**config.mk**
```make
export PLATFORM = sky130hd
export DESIGN_NAME = snc_fifo
export DESIGN_NICKNAME = d
export VERILOG_FILES = /design/src/hw/rtl/snc_pkg.sv /design/src/hw/rtl/snc_fifo.sv
export SDC_FILE = /design/constraint.sdc
export NUM_CORES = 1
export LEC_CHECK = 0
export ABC_AREA = 1
export BUFFER_PORTS_ARGS = -buffer_cell sky130_fd_sc_hd__buf_2
export CORE_MARGIN = 8
export CORE_UTILIZATION = 30
export DETAILED_ROUTE_END_ITERATION = 7
export SYNTH_ARGS = -nofsm -noshare
export SYNTH_HDL_FRONTEND = slang
export SYNTH_SLANG_ARGS = --single-unit
```
**constraint.sdc**
```tcl
create_clock -name clk -period 13.1 [get_ports clk]
set_input_delay 0.655 -clock clk [delete_from_list [all_inputs] [get_ports clk]]
set_output_delay 0.655 -clock clk [all_outputs]
set_load 0.1 [all_outputs]
```
**src/hw/rtl/snc_pkg.sv**
```systemverilog
// Types and constants shared by the segment clip and projection block.
`timescale 1ns / 1ps
package snc_pkg;

    localparam int ADDR_W  = 4;
    localparam int DATA_W  = 32;
    localparam logic [1:0] REG_NEAR_DEPTH    = 2'd0;
    localparam logic [1:0] REG_SCREEN_WIDTH  = 2'd1;
    localparam logic [1:0] REG_SCREEN_HEIGHT = 2'd2;

    localparam int NEAR_W   = 31;
    localparam int SCREEN_W = 13;
    localparam int OUT_W    = 16;
    localparam int QB       = 16;
    localparam int LANES    = 4;
    localparam int Q_DEPTH  = 4;
    localparam int Q_PTR_W  = 2;

    localparam logic [NEAR_W-1:0]   NEAR_RESET   = 31'd6554;
    localparam logic [SCREEN_W-1:0] WIDTH_RESET  = 13'd800;
    localparam logic [SCREEN_W-1:0] HEIGHT_RESET = 13'd600;

    localparam logic signed [OUT_W-1:0] SAT_MAX = 16'sh7fff;
    localparam logic signed [OUT_W-1:0] SAT_MIN = 16'sh8000;

    typedef struct packed {
        logic               vis;
        logic signed [31:0] ax;
        logic signed [31:0] ay;
        logic signed [31:0] az;
        logic signed [31:0] bx;
        logic signed [31:0] by;
        logic signed [31:0] bz;
    } line_t;

    typedef struct packed {
        line_t              ln;
        logic               crossing;
        logic               a_out;
        logic signed [32:0] dx;
        logic signed [32:0] dz;
    } seg_t;

endpackage

```
**src/hw/rtl/snc_fifo.sv**
```systemverilog
// Short queue of clipped segments between the clip front end and the projection back end.
`timescale 1ns / 1ps
module snc_fifo (
    input  logic           clk,
    input  logic           rst_n,
    input  logic           push_valid,
    output logic           push_ready,
    input  snc_pkg::line_t push_data,
    output logic           pop_valid,
    input  logic           pop_ready,
    output snc_pkg::line_t pop_data
);
    import snc_pkg::*;

    line_t              mem_reg [0:Q_DEPTH-1];
    logic [Q_PTR_W-1:0] wr_reg;
    logic [Q_PTR_W-1:0] rd_reg;
    logic [Q_PTR_W:0]   cnt_reg;
    logic [Q_PTR_W:0]   cnt_next;
    logic               push;
    logic               pop;

    assign push_ready = cnt_reg != (Q_PTR_W + 1)'(Q_DEPTH);
    assign pop_valid  = cnt_reg != '0;
    assign pop_data   = mem_reg[rd_reg];
    assign push       = push_valid && push_ready;
    assign pop        = pop_valid && pop_ready;

    always_comb
    begin
        cnt_next = cnt_reg;
        if (push && !pop)
        begin
            cnt_next = cnt_reg + 1'b1;
        end
        else if (pop && !push)
        begin
            cnt_next = cnt_reg - 1'b1;
        end
    end

    always_ff @(posedge clk or negedge rst_n)
    begin
        if (!rst_n)
        begin
            wr_reg  <= '0;
            rd_reg  <= '0;
            cnt_reg <= '0;
        end
        else
        begin
            if (push)
            begin
                wr_reg <= wr_reg + 1'b1;
            end
            if (pop)
            begin
                rd_reg <= rd_reg + 1'b1;
            end
            cnt_reg <= cnt_next;
        end
    end

    always_ff @(posedge clk)
    begin
        if (push)
        begin
            mem_reg[wr_reg] <= push_data;
        end
    end

endmodule

```
==> results.md <==
Synthesis:
- Counting instances in the post-synthesis netlist gives the leading cell types as sky130_fd_sc_hd__edfxtp_1 (772), sky130_fd_sc_hd__nand2_1 (597), sky130_fd_sc_hd__inv_1 (399), sky130_fd_sc_hd__o211ai_1 (386), sky130_fd_sc_hd__buf_2 (58).
- The cell area after technology mapping is 31200 sq um.
- The share of the Yosys chip area taken by registers is 0.749.
- The most used flip-flop cell after synthesis is sky130_fd_sc_hd__edfxtp_1.
- Counting flops with an async set or reset pin after synthesis yields a share of 0.00899.
- The number of synthesized flops with an enable pin is around 770.
- After synthesis, the cell types taking the most area are sky130_fd_sc_hd__edfxtp_1 (74%), sky130_fd_sc_hd__o211ai_1 (9.3%), sky130_fd_sc_hd__nand2_1 (7.2%).
- Yosys instantiated no cell more often than sky130_fd_sc_hd__edfxtp_1.
- The count of cell types in the netlist is 19.
- The mean cell area of the mapped netlist is around 13 sq um.
- The leading area contributor after synthesis is sky130_fd_sc_hd__edfxtp_1.
- The number of nets in the synthesized netlist is 2514.
- After technology mapping, the gate count stands at 2311.
- The area share of the leading cell type in the synthesized netlist is 0.743.
- After synthesis the netlist holds a flip-flop and latch count of 779.
- The total of warnings raised by yosys is 0.

Timing:
- The worst pin sits at a relative slew slack of 0.355.
- The worst path needs 4.75 ns of the cycle, external delays included.
- The worst clock skew on the final layout is between 0.02 and 0.025 ns.
- Setup repair after global routing left no endpoint under its margin.
- The setup TNS after final layout is 0 ns.
- For this run, the top clock speed supported by timing is 211 MHz.
- The final critical-path share of the clock period is 0.362.
- Setup violations remaining at the end of the flow were counted as 0.
- The transition at the pin with the smallest max-transition slack is ~0.97 ns.
- The count of final max-slew check failures is 0.
- The final hold violation count is 0.

Floorplanning:
- From left edge to right edge, the die measures 338 um.
- The core region is slightly above 100000 sq um.
- The initial cell density of the core is 0.302.
- The die area is ~110000 sq um.
- The die outline height is about 340 um.
- The number of top-level pins is roughly 400.
- The initialized floorplan defines 118 standard-cell rows.

Cells and area:
- Of the cells placed in the final design, the portion with a size suffix greater than 1 is 0.197.
- Compared with the post-synthesis result, the final layout area differs by 17.8%.
- The layout filler cell count is roughly 10000.
- The register with the most flip-flops in the layout has roughly 770 of them.
- The number of nets in the finished design is 2890.

Global route:
- The global-route usage over all layers is 0.116.
- The number of antenna violations at the first check in global routing is 32.
- The wire length of the first global-routing pass is around 110000 um.
- The number of global-route vias before repair is between 15000 and 20000.
- The pin count of the biggest net entering global routing is 207.
- The total overflow reported by the global router is 0.

Detailed routing:
- The count of nets left with antenna violations once routing finished came out at 0.
- Using the TritonRoute via totals, the vias-per-cell ratio works out to roughly 4.4.
- The initial detailed-routing violation count is roughly 900.
- The final wirelength is 69000 um.
- The total via count after detailed routing is ~18000.
- The detailed-router iteration count before antenna repair is 5.
- Dividing the detail-routed wire length by the instance count gives between 15 and 20 um.
- The number of remaining DRC errors is 0.

Worst setup path:
- At the worst endpoint, the arrival time is between 4 and 5 ns.
- The path type of the worst setup path is reg -> out.
- The most critical setup path has its startpoint at rd_reg[0].
- Of all nets on the critical path, the largest fanout is just over 200.
- At the worst endpoint, the required time is approximately 12 ns.
- The worst flop-to-flop path startpoint is cnt_reg[0].
- The kind of end point of the critical path is a primary output.
- The worst setup path is launched from a flop.

Min path:
- The worst min-delay path class is in -> reg.
- The startpoint identified for the worst hold timing path is push_data[176].

Clocking:
- TritonCTS built the clock tree.
- The buffers inserted during post-CTS setup optimization is 0.
- The H-tree generated during clock tree synthesis spans 3 levels.
- After clock tree synthesis, the flow added hold-fix buffers numbering 1.
- The clock-pin slew of the registers on the worst-case setup and hold paths is about 0.060 ns.
- The buffer depth of the longest clock path is 3.
- Buffers inserted during clock tree synthesis total 84.
- The later-pin clock latency in the skew report is roughly 0.64 ns.
- The tree is rooted in a sky130_fd_sc_hd__clkbuf_16.
- The tree built by TritonCTS fans out to 779 sinks.
- The count of instances resized after the clock tree is built is 0.

Place:
- Routability-driven placement finished with a final weighted congestion of about 0.74.
- After legalization and detailed placement, the total HPWL measured between 40000 and 50000 um.
- The count of buffers from port buffering is between 300 and 400.

Job:
- The number of max-cap violations is 0.

Status:
- The flow ran to the end, and the final reports show no timing, DRC or antenna violations.
==> placed cells by master, fill, tap and decap left out, drive strengths merged, types with 5 or more instances in the layout <==
cell,n
diode,20
edfxtp,772
clkinv,36
buf,417
clkbuf,104
o211ai,386
inv,405
dfrtp,7
ha,5
nand2,597
nand3,7
==> final cells by class <==
class | instances | area [sq um] | area share
tap | 1380 | 1730 | 0.0470
sequential | 779 | 23400 | 0.636
clock buffer | 104 | 2200 | 0.0598
inverter | 401 | 1530 | 0.0415
antenna | 20 | 50.0 | 0.00136
clock inverter | 48 | 399 | 0.0109
multi-input combinational | 1003 | 5320 | 0.145
timing repair buffer | 418 | 2170 | 0.0592
==> cells by family (layout without fill, tap and decap cells) <==
group / Yosys count / count (layout) / share of synthesized area
XOR/XNOR: 1 / 1 / 0.000281
AND/OR/NAND/NOR: 609 / 609 / 0.0736
other: 0 / 20 / 0
flip-flops: 779 / 779 / 0.749
AO/OA/AOI/OAI: 387 / 387 / 0.0930
adder cells (fa/ha/maj): 6 / 6 / 0.00265
buffers and inverters: 529 / 971 / 0.0817
==> path summary, 6_finish.rpt <==
path | to | slack (ns) | depth (start not counted)
worst min register to register | cnt_reg[2] | 0.51 | 2
worst min-delay path | mem_reg[2][176] | 0.23 | 1
max in group asynchronous | rd_reg[1] | 12.52 | 2
min in group asynchronous | wr_reg[0] | 0.39 | 2
worst max register to register | mem_reg[3][76] | 10.06 | 6
worst max-delay path | pop_data[54] | 8.35 | 6
==> metal layers <==
metal / up-vias / track usage / wire, um
met2: 450 / 0.182 / 30800
met3: 126 / 0.0440 / 6360
met5: - / 0 / 174
met1: 8610 / 0.150 / 30200
li1: 8899 / - / -
met4: 26 / 0.0326 / 1500
==> critical path: stages, from the launching register on <==
cell and delay, ns:
sky130_fd_sc_hd__dfrtp_1 0.51, sky130_fd_sc_hd__inv_16 0.43, sky130_fd_sc_hd__buf_4 0.77, sky130_fd_sc_hd__buf_4 0.81, sky130_fd_sc_hd__o211ai_1 0.17, sky130_fd_sc_hd__nand2_1 0.13
sky130_fd_sc_hd__buf_2 0.44
==> stage by stage <==
| stage | hold slack [ns] | worst slack (ns) | utilization | instance area (sq um) | cells |
|---|---|---|---|---|---|
| 2_1_floorplan | 0.359 | 2.66 | - | 31200 | 2311 |
| 3_3_place_gp | 0.484 | 9.06 | 0.330 | 34100 | 3980 |
| 3_5_place_dp | 0.494 | 8.98 | 0.330 | 34100 | 3980 |
| 4_1_cts | 0.161 | 8.25 | 0.355 | 36700 | 4133 |
| 5_1_grt | 0.183 | 8.04 | 0.355 | 36700 | 4135 |
| 6_report | 0.228 | 8.35 | 0.356 | 36800 | 4153 |
Power is left out: the tool's default activity adds up to more than one toggle a clock period on the data nets, which glitch-free logic cannot reach.
